==> config.mk <==
export PLATFORM = sky130hd
export DESIGN_NAME = sensor_datagram_framer_top_flat
export DESIGN_NICKNAME = d
export VERILOG_FILES = /design/src/hdl/sdf_pkg.sv /design/src/hdl/sdf_ifs.sv /design/src/hdl/sdf_cell.sv /design/src/hdl/sdf_csum.sv /design/src/hdl/sensor_datagram_framer_top.sv /design/src/flat_wrapper.sv
export SDC_FILE = /design/constraint.sdc
export NUM_CORES = 1
export LEC_CHECK = 0
export ABC_AREA = 1
export BUFFER_PORTS_ARGS = -buffer_cell sky130_fd_sc_hd__buf_2
export CORE_ASPECT_RATIO = 0.7
export CORE_UTILIZATION = 50
export CTS_BUF_LIST = sky130_fd_sc_hd__clkbuf_16
export DETAILED_ROUTE_END_ITERATION = 7
export PLACE_DENSITY = 0.69
export SYNTH_ARGS = -nofsm -noshare
export SYNTH_HDL_FRONTEND = slang
export SYNTH_SLANG_ARGS = --single-unit
==> constraint.sdc <==
create_clock -name clock -period 18.4 [get_ports clock]
set_input_delay 0.92 -clock clock [delete_from_list [all_inputs] [get_ports clock]]
set_output_delay 0.92 -clock clock [all_outputs]
set_load 0.005 [all_outputs]
==> src/hdl/sdf_pkg.sv <==
package sdf_pkg;

   localparam int AXIS_COUNT_DEF = 6;
   localparam int IN_AXES        = 6;
   localparam int HDR_LEN        = 11;
   localparam int BODY_START     = 4;
   localparam int MAGIC_LEN      = 4;
   localparam int TS_POS         = 4;
   localparam int SEQ_POS        = 8;
   localparam int ID_POS         = 10;

   localparam logic [7:0] UNIT_ID_RST = 8'd2;

   localparam logic [7:0] MAGIC [MAGIC_LEN] = '{8'h49, 8'h4D, 8'h55, 8'h44};

   // per-cycle controls for the byte cells
   typedef struct packed {
      logic load;
      logic shift;
   } cell_ctrl_type;

   // per-cycle controls for the checksum accumulator
   typedef struct packed {
      logic clear;
      logic add;
      logic high;
   } csum_ctrl_type;

endpackage

==> src/hdl/sdf_ifs.sv <==
interface sdf_req_if;
   logic               valid;
   logic               ready;
   logic [31:0]        sample_ms;
   logic signed [15:0] accel_x;
   logic signed [15:0] accel_y;
   logic signed [15:0] accel_z;
   logic signed [15:0] gyro_x;
   logic signed [15:0] gyro_y;
   logic signed [15:0] gyro_z;

   modport source (output valid, sample_ms, accel_x, accel_y, accel_z,
                   gyro_x, gyro_y, gyro_z, input ready);
   modport sink (input valid, sample_ms, accel_x, accel_y, accel_z,
                 gyro_x, gyro_y, gyro_z, output ready);
endinterface

interface sdf_rsp_if;
   logic       valid;
   logic       ready;
   logic [7:0] frame_byte;
   logic       frame_end;

   modport source (output valid, frame_byte, frame_end, input ready);
   modport sink (input valid, frame_byte, frame_end, output ready);
endinterface

==> src/hdl/sdf_cell.sv <==
module sdf_cell (
   input  logic                  clock,
   input  sdf_pkg::cell_ctrl_type ctrl,
   input  logic [7:0]            load_byte,
   input  logic [7:0]            next_byte,
   output logic [7:0]            byte_q
);
   import sdf_pkg::*;

   logic [7:0] byte_ff;
   logic [7:0] byte_in;

   always_comb begin
      byte_in = byte_ff;
      if (ctrl.load) begin
         byte_in = load_byte;
      end else if (ctrl.shift) begin
         byte_in = next_byte;
      end
   end

   always_ff @(posedge clock) begin
      byte_ff <= byte_in;
   end

   assign byte_q = byte_ff;

endmodule

==> src/hdl/sdf_csum.sv <==
module sdf_csum (
   input  logic                  clock,
   input  sdf_pkg::csum_ctrl_type ctrl,
   input  logic [7:0]            data_byte,
   output logic [15:0]           sum_q
);
   import sdf_pkg::*;

   logic [15:0] sum_ff;
   logic [15:0] sum_in;
   logic [15:0] addend;
   logic [16:0] raw;

   // ones' complement add with end-around carry; cannot carry twice
   always_comb begin
      addend = ctrl.high ? {data_byte, 8'h00} : {8'h00, data_byte};
      raw    = {1'b0, sum_ff} + {1'b0, addend};
      sum_in = sum_ff;
      if (ctrl.clear) begin
         sum_in = '0;
      end else if (ctrl.add) begin
         sum_in = raw[15:0] + {15'd0, raw[16]};
      end
   end

   always_ff @(posedge clock) begin
      sum_ff <= sum_in;
   end

   assign sum_q = sum_ff;

endmodule

==> src/hdl/sensor_datagram_framer_top.sv <==
// channel   | dir | handshake          | payload
// req_ch    | in  | valid/ready        | sample_ms, accel_x..z, gyro_x..z
// rsp_ch    | out | valid/ready        | frame_byte, frame_end
// csr       | in  | csr_we (no ready)  | csr_wdata = unit id
//
// A datagram is 13 + 2*AXIS_COUNT bytes (25 by default), one byte per cycle while rsp_ch is
// ready, from a chain of byte cells that shifts toward the output on every taken byte. A
// one-item holding register takes the next sample while one streams and loads the chain as
// the final byte is taken, so back-to-back samples follow with no gap; into an idle block a
// sample passes through the holding register and then the chain before its first byte is
// offered. The checksum sums body bytes as they leave the chain. Output stalls freeze the
// chain; synchronous reset clears control, the sequence count and the unit id (to 2).
module sensor_datagram_framer_top #(
   parameter int AXIS_COUNT = sdf_pkg::AXIS_COUNT_DEF
) (
   input  logic       clock,
   input  logic       reset,
   sdf_req_if.sink    req_ch,
   sdf_rsp_if.source  rsp_ch,
   input  logic       csr_we,
   input  logic [7:0] csr_wdata
);
   import sdf_pkg::*;

   localparam int FRAME_LEN = HDR_LEN + 2 * AXIS_COUNT + 2;
   localparam int DATA_LEN  = FRAME_LEN - 2;
   localparam int POS_W     = $clog2(FRAME_LEN);

   logic [7:0]  unit_id_ff;
   logic [15:0] seq_ff;
   logic [15:0] seq_in;
   logic        pend_valid_ff;
   logic        pend_valid_in;
   logic        busy_ff;
   logic        busy_in;
   logic [POS_W-1:0] pos_ff;
   logic [POS_W-1:0] pos_in;

   logic [31:0] pend_ts_ff;
   logic [15:0] pend_axis_ff [IN_AXES];

   logic req_fire;
   logic rsp_fire;
   logic last_fire;
   logic load;

   logic [7:0] load_bytes [DATA_LEN];
   logic [7:0] cell_q     [DATA_LEN];
   logic [15:0] sum_q;

   cell_ctrl_type cell_ctrl;
   csum_ctrl_type csum_ctrl;

   assign req_fire  = req_ch.valid && req_ch.ready;
   assign rsp_fire  = rsp_ch.valid && rsp_ch.ready;
   assign last_fire = rsp_fire && (pos_ff == POS_W'(FRAME_LEN - 1));
   assign load      = pend_valid_ff && (!busy_ff || last_fire);

   assign req_ch.ready = !pend_valid_ff || load;

   always_comb begin
      pend_valid_in = pend_valid_ff;
      if (req_fire) begin
         pend_valid_in = 1'b1;
      end else if (load) begin
         pend_valid_in = 1'b0;
      end
      busy_in = busy_ff;
      pos_in  = pos_ff;
      seq_in  = seq_ff;
      if (load) begin
         busy_in = 1'b1;
         pos_in  = '0;
         seq_in  = seq_ff + 16'd1;
      end else if (last_fire) begin
         busy_in = 1'b0;
         pos_in  = '0;
      end else if (rsp_fire) begin
         pos_in = pos_ff + POS_W'(1);
      end
   end

   always_ff @(posedge clock) begin
      if (reset) begin
         unit_id_ff    <= UNIT_ID_RST;
         seq_ff        <= '0;
         pend_valid_ff <= 1'b0;
         busy_ff       <= 1'b0;
         pos_ff        <= '0;
      end else begin
         if (csr_we) begin
            unit_id_ff <= csr_wdata;
         end
         seq_ff        <= seq_in;
         pend_valid_ff <= pend_valid_in;
         busy_ff       <= busy_in;
         pos_ff        <= pos_in;
      end
   end

   always_ff @(posedge clock) begin
      if (req_fire) begin
         pend_ts_ff      <= req_ch.sample_ms;
         pend_axis_ff[0] <= req_ch.accel_x;
         pend_axis_ff[1] <= req_ch.accel_y;
         pend_axis_ff[2] <= req_ch.accel_z;
         pend_axis_ff[3] <= req_ch.gyro_x;
         pend_axis_ff[4] <= req_ch.gyro_y;
         pend_axis_ff[5] <= req_ch.gyro_z;
      end
   end

   // datagram image without the checksum
   genvar gi;
   generate
      for (gi = 0; gi < MAGIC_LEN; gi++) begin : g_magic
         assign load_bytes[gi] = MAGIC[gi];
      end
      for (gi = 0; gi < 4; gi++) begin : g_ts
         assign load_bytes[TS_POS + gi] = pend_ts_ff[8*gi +: 8];
      end
      assign load_bytes[SEQ_POS]     = seq_ff[7:0];
      assign load_bytes[SEQ_POS + 1] = seq_ff[15:8];
      assign load_bytes[ID_POS]      = unit_id_ff;
      for (gi = 0; gi < AXIS_COUNT; gi++) begin : g_axis
         if (gi < IN_AXES) begin : g_in
            assign load_bytes[HDR_LEN + 2*gi]     = pend_axis_ff[gi][7:0];
            assign load_bytes[HDR_LEN + 2*gi + 1] = pend_axis_ff[gi][15:8];
         end else begin : g_zero
            assign load_bytes[HDR_LEN + 2*gi]     = 8'h00;
            assign load_bytes[HDR_LEN + 2*gi + 1] = 8'h00;
         end
      end
   endgenerate

   assign cell_ctrl.load  = load;
   assign cell_ctrl.shift = rsp_fire;

   generate
      for (gi = 0; gi < DATA_LEN; gi++) begin : g_cell
         if (gi < DATA_LEN - 1) begin : g_mid
            sdf_cell u_cell (
               .clock     (clock),
               .ctrl      (cell_ctrl),
               .load_byte (load_bytes[gi]),
               .next_byte (cell_q[gi+1]),
               .byte_q    (cell_q[gi])
            );
         end else begin : g_tail
            sdf_cell u_cell (
               .clock     (clock),
               .ctrl      (cell_ctrl),
               .load_byte (load_bytes[gi]),
               .next_byte (8'h00),
               .byte_q    (cell_q[gi])
            );
         end
      end
   endgenerate

   // body starts on an even position, so even positions are word high bytes
   assign csum_ctrl.clear = load;
   assign csum_ctrl.add   = rsp_fire && (pos_ff >= POS_W'(BODY_START))
                            && (pos_ff < POS_W'(DATA_LEN));
   assign csum_ctrl.high  = !pos_ff[0];

   sdf_csum u_csum (
      .clock     (clock),
      .ctrl      (csum_ctrl),
      .data_byte (cell_q[0]),
      .sum_q     (sum_q)
   );

   always_comb begin
      if (pos_ff < POS_W'(DATA_LEN)) begin
         rsp_ch.frame_byte = cell_q[0];
      end else if (pos_ff == POS_W'(DATA_LEN)) begin
         rsp_ch.frame_byte = ~sum_q[7:0];
      end else begin
         rsp_ch.frame_byte = ~sum_q[15:8];
      end
   end

   assign rsp_ch.frame_end = (pos_ff == POS_W'(FRAME_LEN - 1));
   assign rsp_ch.valid     = busy_ff;

endmodule

==> src/flat_wrapper.sv <==
// flat-port wrapper written by rule: the top's interface ports become plain ports
module sensor_datagram_framer_top_flat import sdf_pkg::*;
#(
   parameter int AXIS_COUNT = sdf_pkg::AXIS_COUNT_DEF
)
  (clock, reset, csr_we, csr_wdata, req_ch_valid, req_ch_sample_ms, req_ch_accel_x, req_ch_accel_y, req_ch_accel_z, req_ch_gyro_x, req_ch_gyro_y, req_ch_gyro_z, req_ch_ready, rsp_ch_valid, rsp_ch_frame_byte, rsp_ch_frame_end, rsp_ch_ready);
  sdf_req_if req_ch_i ();
  sdf_rsp_if rsp_ch_i ();
  input  logic clock;
  input  logic reset;
  input  logic csr_we;
  input  logic [7:0] csr_wdata;
  input wire logic [$bits(req_ch_i.valid)-1:0] req_ch_valid;
  input wire logic [$bits(req_ch_i.sample_ms)-1:0] req_ch_sample_ms;
  input wire logic [$bits(req_ch_i.accel_x)-1:0] req_ch_accel_x;
  input wire logic [$bits(req_ch_i.accel_y)-1:0] req_ch_accel_y;
  input wire logic [$bits(req_ch_i.accel_z)-1:0] req_ch_accel_z;
  input wire logic [$bits(req_ch_i.gyro_x)-1:0] req_ch_gyro_x;
  input wire logic [$bits(req_ch_i.gyro_y)-1:0] req_ch_gyro_y;
  input wire logic [$bits(req_ch_i.gyro_z)-1:0] req_ch_gyro_z;
  output wire logic [$bits(req_ch_i.ready)-1:0] req_ch_ready;
  output wire logic [$bits(rsp_ch_i.valid)-1:0] rsp_ch_valid;
  output wire logic [$bits(rsp_ch_i.frame_byte)-1:0] rsp_ch_frame_byte;
  output wire logic [$bits(rsp_ch_i.frame_end)-1:0] rsp_ch_frame_end;
  input wire logic [$bits(rsp_ch_i.ready)-1:0] rsp_ch_ready;
  assign req_ch_i.valid = req_ch_valid;
  assign req_ch_i.sample_ms = req_ch_sample_ms;
  assign req_ch_i.accel_x = req_ch_accel_x;
  assign req_ch_i.accel_y = req_ch_accel_y;
  assign req_ch_i.accel_z = req_ch_accel_z;
  assign req_ch_i.gyro_x = req_ch_gyro_x;
  assign req_ch_i.gyro_y = req_ch_gyro_y;
  assign req_ch_i.gyro_z = req_ch_gyro_z;
  assign req_ch_ready = req_ch_i.ready;
  assign rsp_ch_valid = rsp_ch_i.valid;
  assign rsp_ch_frame_byte = rsp_ch_i.frame_byte;
  assign rsp_ch_frame_end = rsp_ch_i.frame_end;
  assign rsp_ch_i.ready = rsp_ch_ready;
  sensor_datagram_framer_top #(.AXIS_COUNT(AXIS_COUNT)) u_core (.clock(clock), .reset(reset), .req_ch(req_ch_i), .rsp_ch(rsp_ch_i), .csr_we(csr_we), .csr_wdata(csr_wdata));
endmodule
==> results.yml, run 1 <==
synth:
  yosys-top-cells-area: "edfxtp_1, nand2_1, dfxtp_1, inv_1, ha_1"
  yosys.area_share.simple: 0.210
  async_reset_ff_frac: 0
  synth_edf_count: 280
  synth_ff_type: "edfxtp_1"
  syn_inst: 1471
  synth_xor_area_frac: 0.00468
  synth-compound-area-share: 0.0460
  yosys.area.top_type: "edfxtp_1"
  synth_warnings: 0
  netlist.area_leader.share: 0.561
  synth_top_family_by_area: "simple AND/OR/NAND/NOR gates"
  synth_area_per_cell_um2: 10.2
  synth_seq_cells: 359
  synthMuxAreaShare: 0.00535
  synthesis.nets: 1634
  yosysUniqueCellTypes: 39
  synthAdderAreaFrac: 0.0189
  yosysSeqAreaShare: 0.667
  synth_area_um2: 15000
placed_design:
  gp_congestion: 0.909
  dp.final_hpwl_um: 19500
  dp_cells: 1953
  port_buffers: 151
power_and_ir_drop:
  p_seq_frac: 0.539
  ir_drop_uv: 74.6
  switching_share: 0.229
  power.switching_uw: 412
  p_leak_uw: 0.00748
  clkPwrFrac: 0.388
  pwr-share-comb: 0.073
  power.internal_uw: 1390
  power_density_nw_per_um2: 105
global_route:
  grt_util_all_layers: 0.197
  grt_max_degree: 104
  first_global_vias: 9173
  overflow: 0
  grt_first_pass_wirelength_um: 47800
  antenna_found_initial: 0
timing:
  post-route-period-util: 0.249
  hold_viol_final: 0
  skew_ns: 0.0180
  tightest_slew_ns: 1.06
  drv_slew: 0
  clock.fmax_mhz: 219
  timing.setup.tns_ns: 0
  rsz0062_at_grt: "no"
  slew-limit-headroom: 0.294
  setup_violations: 0
  finalCriticalPeriod_ns: 4.58
cts:
  path_clk_slew_ns: 0.07
  hold_buffers: 0
  clockRootBuffer: "clkbuf_16"
  cts_buffer_depth: 3
  cts_tree: "built"
  h-tree-depth: 2
  clk_latency_ns: 0.53
  cts.repair.resized: 0
  post-cts-setup-buffer-count: 0
  cts-buffers-inserted: 36
  cts_num_sinks: 359
floorplanning:
  core-area_um2: 29100
  die-area_um2: 30700
  rows: 52
  start_util: 0.514
  die_w_um: 209
  pin_count: 152
  die_h_um: 147
job:
  cap_violations: 0
setup_path:
  worst-path-max-fanout: 19
  crit_chain: "nand2_1, inv_1, ha_1, fa_1, nand2_1, nand2_1, nand3_1, nand2_1, nand2_1, nand2_1, a21oi_1, o21bai_1, ha_1, ha_1, inv_1, nor2_1, nand3_1, a21oi_2, nand2_1, nor2_2, xor2_1, a21oi_1"
  critPathLaunchType: "register"
  critPathSlowestCell: "dfxtp_1"
  cp-end-kind: "register"
  cp_data_arrival_time_ns: 4.96
  slowest_delay_ns: 0.90
  crit_family: "simple AND/OR/NAND/NOR gates"
  crit_top_cell: "nand2_1"
  worstPathRequired_ns: 18.78
  worstSetupPathType: "reg2reg"
  worst-path-buf-inv: 2
finish:
  stdcell_count: 2019
  drive_gt1_frac: 0.143
  area_growth_pct: 14.4
  n_antenna_cell: 0
  final_nets: 1776
drt:
  drc: 0
  drtIter0Drc: 844
  wl_per_cell_um: 15.0
  finalWirelength_um: 30200
  dr.pass1.iters: 6
  vias: 10100
  routed_via_density: 4.99
  antenna_left: 0
run_status:
  status: "complete, no violations"
hold_path:
  hold_class: "reg2reg"
## worst reg2reg max path, cell delays in order (launching register included)
cell and delay (ns):
dfxtp_1 0.90, nand2_1 0.12, inv_1 0.09, ha_1 0.27
fa_1 0.25, nand2_1 0.11, nand2_1 0.10, nand3_1 0.10
nand2_1 0.12, nand2_1 0.08, nand2_1 0.09, a21oi_1 0.07
o21bai_1 0.33, ha_1 0.25, ha_1 0.18, inv_1 0.04
nor2_1 0.18, nand3_1 0.24, a21oi_2 0.20, nand2_1 0.11
nor2_2 0.15, xor2_1 0.33, a21oi_1 0.11
## state kept, by name, indices dropped and copies added (netlist names), 5 cells and up
| name | flops |
|---|---|
| u_core.g_cell.g_tail.u_cell.byte_q | 8 |
| u_core.unit_id_ff | 8 |
| u_core.g_cell.g_mid.u_cell.byte_q | 176 |
| u_core.seq_ff | 16 |
| u_core.pend_axis_ff | 96 |
| u_core.pos_ff | 5 |
| u_core.u_csum.sum_q | 16 |
| u_core.pend_ts_ff | 32 |
## final cells by class
| class | count | area (um^2) |
|---|---|---|
| inverter | 120 | 458 |
| fill | 2488 | 12000 |
| sequential | 359 | 9990 |
| clock inverter | 27 | 159 |
| clock buffer | 39 | 976 |
| multi-input combinational | 939 | 4270 |
| timing repair buffer | 157 | 801 |
| tap | 378 | 473 |
## per-stage QoR
stage	worst slack, ns	hold slack [ns]	utilization	power, uW	instance area [um^2]
CTS	13.94	0.465	0.588	1820	17100
finish	13.82	0.462	0.588	1800	17100
global route	13.46	0.474	0.588	1870	17100
global placement	13.61	0.450	0.549	1120	16000
floorplan	6.52	0.429	-	1080	15000
detailed placement	13.52	0.453	0.549	1120	16000
## Yosys cell counts, drive strengths merged (2+ instances only)
cell type	n
and2	2
nor2	74
xor2	7
nor3	13
inv	118
dfxtp	79
ha	21
o211ai	15
edfxtp	280
clkbuf	20
nand4	12
nand3	53
a21oi	53
mux2i	8
o21ai	49
o21bai	4
buf	33
nand2	621
clkinv	2
## cell families (layout without fill, tap and decap cells)
| kind of cell | count (synthesis) | in the layout |
|---|---|---|
| fa+ha+maj | 22 | 22 |
| buf+inv | 173 | 343 |
| simple gates | 777 | 777 |
| xor+xnor | 8 | 8 |
| compound gates | 124 | 124 |
| flops | 359 | 359 |
| mux | 8 | 8 |
## worst paths after layout
kind / from / end / depth (start not counted) / slack (ns)
max: u_core.pos_ff[0] / u_core.u_csum.sum_q[10] / 22 / 13.82
max reg2reg: u_core.pos_ff[0] / u_core.u_csum.sum_q[10] / 22 / 13.82
min reg2reg: u_core.g_cell[3].g_mid.u_cell.byte_q[4] / u_core.g_cell[3].g_mid.u_cell.byte_q[4] / 2 / 0.46
min: u_core.g_cell[3].g_mid.u_cell.byte_q[4] / u_core.g_cell[3].g_mid.u_cell.byte_q[4] / 2 / 0.46
## power by group through the flow
stage	Sequential [uW]	Clock, uW	Combinational [uW]
after global placement	988	0	129
after floorplan	994	0	90.0
after global routing	977	746	149
final	971	699	131
after CTS	972	717	134
after detailed placement	988	0	133
## layer usage
metal / track usage / share of wire / vias up
li1: - / - / 5125
met1: 0.305 / 0.50 / 4662
met2: 0.283 / 0.42 / 253
met3: 0.0395 / 0.060 / 36
met4: 0.0518 / 0.016 / 0
met5: 0 / 0 / -
## placed cells by master (no fill, tap or decap), types with 2 or more instances in the layout
cell	netlist	layout
nor3_1	10	10
nand3_2	3	3
a21oi_1	51	51
nand2_1	615	615
and2_1	2	2
nor3_2	2	2
mux2i_1	8	8
xor2_1	7	7
edfxtp_1	280	280
buf_2	24	151
nor2_1	66	66
clkinv_2	0	2
nand2_2	6	6
o21ai_1	4	4
inv_1	113	128
buf_4	6	6
clkinv_1	2	6
dfxtp_1	79	79
nand3_1	50	50
inv_2	5	4
nand4_1	11	11
nor2_2	5	5
clkbuf_16	0	39
o21bai_1	4	4
ha_1	21	21
nor2_4	3	3
o211ai_1	15	15
o21ai_0	45	44
Note: power is estimated with default switching activity, not from simulation.
==> inputs of run 2 (changes only) <==
clock period = 4.22 ns   (was 18.4 ns; I/O delays follow)
==> results.yml, run 2 (synthesis results as in run 1) <==
timing:
  skew_ns: 0.0210
  post-route-period-util: 0.869
  finalCriticalPeriod_ns: 3.67
  tightest_slew_ns: 0.973
  hold_viol_final: 0
  rsz0062_at_grt: "no"
  timing.setup.tns_ns: 0
  clock.fmax_mhz: 273
  setup_violations: 0
  drv_slew: 0
  slew-limit-headroom: 0.349
global_route:
  overflow: 0
  first_global_vias: 10700
  antenna_found_initial: 0
  grt_util_all_layers: 0.238
  grt_util_met3: 0.0453
  use_met2: 0.361
  busiest_layer: "met2"
  grtUsageMet1: 0.358
  grt_first_pass_wirelength_um: 56900
  grt_max_degree: 157
placed_design:
  dp.final_hpwl_um: 22000
  port_buffers: 151
  gp_congestion: 0.937
cts:
  cts_tree: "built"
  cts_num_sinks: 359
  cts_buffer_depth: 3
  h-tree-depth: 2
  cts.repair.resized: 0
  clk_latency_ns: 0.53
  path_clk_slew_ns: 0.07
  cts-buffers-inserted: 35
  clockRootBuffer: "clkbuf_16"
finish:
  largest_register_ffs: 176
  final_nets: 1920
  fill_cells: 2243
  layout_commonest_cell: "nand2_1"
  drive_gt1_frac: 0.138
  n_antenna_cell: 0
  area_growth_pct: 24.4
  mostFrequentLayoutCells: "nand2_1, edfxtp_1, buf_2"
setup_path:
  cp_data_arrival_time_ns: 4.09
  critPathSlowestCell: "ha_1"
  critPathLaunchType: "register"
  worstSetupPathType: "reg2reg"
  worstPathRequired_ns: 4.64
  cp-end-kind: "register"
  worst-path-max-fanout: 19
  crit_top_cell: "nand2_1"
  crit_chain: "buf_4, nor2_1, ha_1, nand2_1, nor3_2, and2_1, nand2_1, nand2_1, a21oi_1, o21bai_1, ha_1, ha_1, inv_1, nor2_1, nand3_1, a21oi_2, nand2_1, nor2_2, nand3_1, nand2_1, nand3_1, nand2_1, inv_1"
  slowest_delay_ns: 0.46
drt:
  dr.pass1.iters: 5
  vias: 11100
  drtIter0Drc: 1045
  antenna_left: 0
  wl_per_cell_um: 16.7
  finalWirelength_um: 36200
  routed_via_density: 5.12
  drc: 0
floorplanning:
  core-area_um2: 29100
  pin_count: 152
  rows: 52
  die-area_um2: 30700
  start_util: 0.514
  die_h_um: 147
  die_w_um: 209
job:
  cap_violations: 0
power_and_ir_drop:
  p_leak_uw: 0.00810
  power_density_nw_per_um2: 433
  ir_drop_uv: 323
  finalPower_uw: 8070
hold_path:
  hold_class: "in2reg"
run_status:
  status: "complete, no violations"
run 2: changes by cell type in the layout (fill, tap and decap cells not counted), sizes merged:
| cell | before | now |
|---|---|---|
| dlygate4sd3 | 0 | 136 |
| buf | 157 | 166 |
| inv | 135 | 131 |
| clkinv | 10 | 13 |
| bufinv | 1 | 3 |
| clkbuf | 39 | 37 |
| clkinvlp | 1 | 0 |
run 2: timing repair:
item / 4_1_cts / 5_1_grt
setup endpoints to repair: 0 / 0
endpoints found under the hold margin: 136 / 0
hold buffers: 136 / 0
setup buffers: 0 / 0
run 2: path summary, 6_finish.rpt:
check,startpoint,end,slack (ns),cells after the start
max,u_core.pos_ff[0],u_core.u_csum.sum_q[14],0.55,23
min,csr_we,u_core.unit_id_ff[1],0.03,3
max reg2reg,u_core.pos_ff[0],u_core.u_csum.sum_q[14],0.55,23
min reg2reg,u_core.g_cell[3].g_mid.u_cell.byte_q[1],u_core.g_cell[3].g_mid.u_cell.byte_q[1],0.46,2
run 2: worst max-delay path, delay by kind of cell (launching register included):
family | cells | cell delay, ns
buffers and inverters | 3 | 0.32
adders and majority gates | 3 | 0.82
DFF | 1 | 0.31
AOI/OAI and AO/OA | 3 | 0.45
and+or+nand+nor | 14 | 1.63
run 2: final cells by class:
cell class                      instances  area, um^2  area share
Sequential cell                       359        9990       0.536
Multi-Input combinational cell        939        4270       0.229
Timing Repair Buffer                  302        2290       0.123
Clock buffer                           37         926      0.0497
Tap cell                              378         473      0.0254
Inverter                              120         458      0.0246
Clock inverter                         27         223      0.0120
run 2: per-stage QoR:
stage / setup slack, ns / utilization / cell area (um^2) / cells / hold slack (ns)
2_1_floorplan: 0.0166 / - / 15000 / 1471 / 0.310
4_1_cts: 0.615 / 0.639 / 18600 / 2162 / 0.00401
5_1_grt: 0.196 / 0.639 / 18600 / 2162 / 0.0343
3_3_place_gp: 0.647 / 0.553 / 16100 / 1962 / 0.387
3_5_place_dp: 0.632 / 0.553 / 16100 / 1962 / 0.389
6_report: 0.552 / 0.639 / 18600 / 2162 / 0.0290
run 2: layer usage:
metal | routed length [um] | share of wire
met4 | 572 | 0.016
met3 | 2510 | 0.070
met1 | 17200 | 0.47
met5 | 0 | 0
met2 | 15900 | 0.44
run 2: power breakdown:
part           internal, uW  switching [uW]  leakage [uW]
logic                   281             451       0.00416
registers              4140            83.2       0.00334
clock network          1790            1330      0.000595
total                  6210            1860       0.00810
==> inputs of run 3 (changes only) <==
CTS_BUF_LIST = unset   (was sky130_fd_sc_hd__clkbuf_16)
==> results.yml, run 3 (synthesis results as in run 1) <==
run_status:
  status: "complete, no violations"
floorplanning:
  start_util: 0.514
  core-area_um2: 29100
  pin_count: 152
  die_w_um: 209
  die-area_um2: 30700
  die_h_um: 147
  rows: 52
hold_path:
  worstHoldPathCells: 3
  hold_class: "in2reg"
setup_path:
  cp-end-kind: "register"
  worst-path-max-fanout: 19
  cp_data_arrival_time_ns: 4.07
  worstSetupPathType: "reg2reg"
  r2r_cells: 23
  worstPathRequired_ns: 4.64
  critPathLaunchType: "register"
finish:
  drive_gt1_frac: 0.139
  final_nets: 1920
  largest_register_ffs: 176
  n_antenna_cell: 0
  mostFrequentLayoutCells: "nand2_1, edfxtp_1, buf_2"
  area_growth_pct: 24.6
  layout_commonest_cell: "nand2_1"
  fill_cells: 2235
power_and_ir_drop:
  ir_drop_uv: 324
  p_leak_uw: 0.00808
  power_density_nw_per_um2: 437
global_route:
  grt_util_all_layers: 0.239
  use_met2: 0.364
  grt_util_met3: 0.0475
  antenna_found_initial: 0
  overflow: 0
  grt_first_pass_wirelength_um: 57000
  grtUsageMet1: 0.357
  first_global_vias: 10700
  busiest_layer: "met2"
  grt_max_degree: 157
drt:
  wl_per_cell_um: 16.8
  routed_via_density: 5.08
  finalWirelength_um: 36200
  drtIter0Drc: 958
  antenna_left: 0
  vias: 11000
  drc: 0
  dr.pass1.iters: 7
timing:
  rsz0062_at_grt: "no"
  tightest_slew_ns: 0.964
  finalCriticalPeriod_ns: 3.65
  timing.final.ws_setup_ns: 0.567
  hold_viol_final: 0
  drv_slew: 0
  clock.fmax_mhz: 274
  setup_violations: 0
  timing.setup.tns_ns: 0
  slew-limit-headroom: 0.355
  post-route-period-util: 0.866
  skew_ns: 0.0218
cts:
  clk_latency_ns: 0.53
  clockRootBuffer: "clkbuf_16"
  cts_buffer_depth: 3
  hold_buffers: 136
  cts.repair.resized: 0
  h-tree-depth: 2
  cts-buffers-inserted: 35
  cts_num_sinks: 359
  path_clk_slew_ns: 0.07
  post-cts-setup-buffer-count: 0
  cts_tree: "built"
placed_design:
  pre_cts_ws_ns: 0.632
  port_buffers: 151
  gp_congestion: 0.937
  dp.final_hpwl_um: 22000
job:
  cap_violations: 0
## run 3: cell types whose count changed in the layout (fill, tap and decap cells not counted), sizes merged
| cell | previous run | this run |
|---|---|---|
| clkinv | 13 | 11 |
| inv | 131 | 122 |
| clkbuf | 37 | 48 |
## run 3: path summary, 6_finish.rpt
kind / slack (ns) / start / end
worst max-delay path: 0.57 / u_core.pos_ff[0] / u_core.u_csum.sum_q[14]
worst min-delay path: 0.03 / csr_we / u_core.unit_id_ff[1]
worst max register to register: 0.57 / u_core.pos_ff[0] / u_core.u_csum.sum_q[14]
worst min register to register: 0.46 / u_core.g_cell[3].g_mid.u_cell.byte_q[1] / u_core.g_cell[3].g_mid.u_cell.byte_q[1]
## run 3: worst max-delay path, cell delays in order, from the launching register on
cell and delay (ns):
dfxtp_1 0.31, buf_4 0.25, nor2_1 0.08, ha_1 0.47, nand2_1 0.16, nor3_2 0.19, and2_1 0.15, nand2_1 0.06
nand2_1 0.09, a21oi_1 0.08, o21bai_1 0.20, ha_1 0.20, ha_1 0.16, inv_1 0.04, nor2_1 0.17, nand3_1 0.17
a21oi_2 0.18, nand2_1 0.10, nor2_2 0.14, nand3_1 0.08, nand2_1 0.07, nand3_1 0.06, nand2_1 0.09, inv_1 0.03
## run 3: where the power goes
group          total (uW)  internal [uW]  switching (uW)
logic                 731            281             450
registers            4220           4140            83.7
clock network        3200           1860            1330
## run 3: area by class of cell
cell class | count | area, um^2 | area share
clock inverter | 16 | 181 | 0.00972
inverter | 120 | 458 | 0.0245
tap | 378 | 473 | 0.0253
timing repair buffer | 302 | 2290 | 0.123
sequential | 359 | 9990 | 0.535
multi-input combinational | 939 | 4270 | 0.229
clock buffer | 48 | 997 | 0.0534
## run 3: layer usage
| metal | wire [um] | part of all wire |
|---|---|---|
| met3 | 2520 | 0.069 |
| met4 | 447 | 0.012 |
| met1 | 17400 | 0.48 |
| met5 | 0 | 0 |
| met2 | 15900 | 0.44 |
## run 3: metrics by stage
stage | util | cell area, um^2 | power, uW | std cells | hold slack, ns
floorplan | - | 15000 | 4680 | 1471 | 0.310
global placement | 0.553 | 16100 | 4910 | 1962 | 0.387
detailed placement | 0.553 | 16100 | 4920 | 1962 | 0.389
CTS | 0.640 | 18700 | 8200 | 2162 | 0.00534
global route | 0.640 | 18700 | 8450 | 2162 | 0.0284
finish | 0.640 | 18700 | 8150 | 2162 | 0.0275
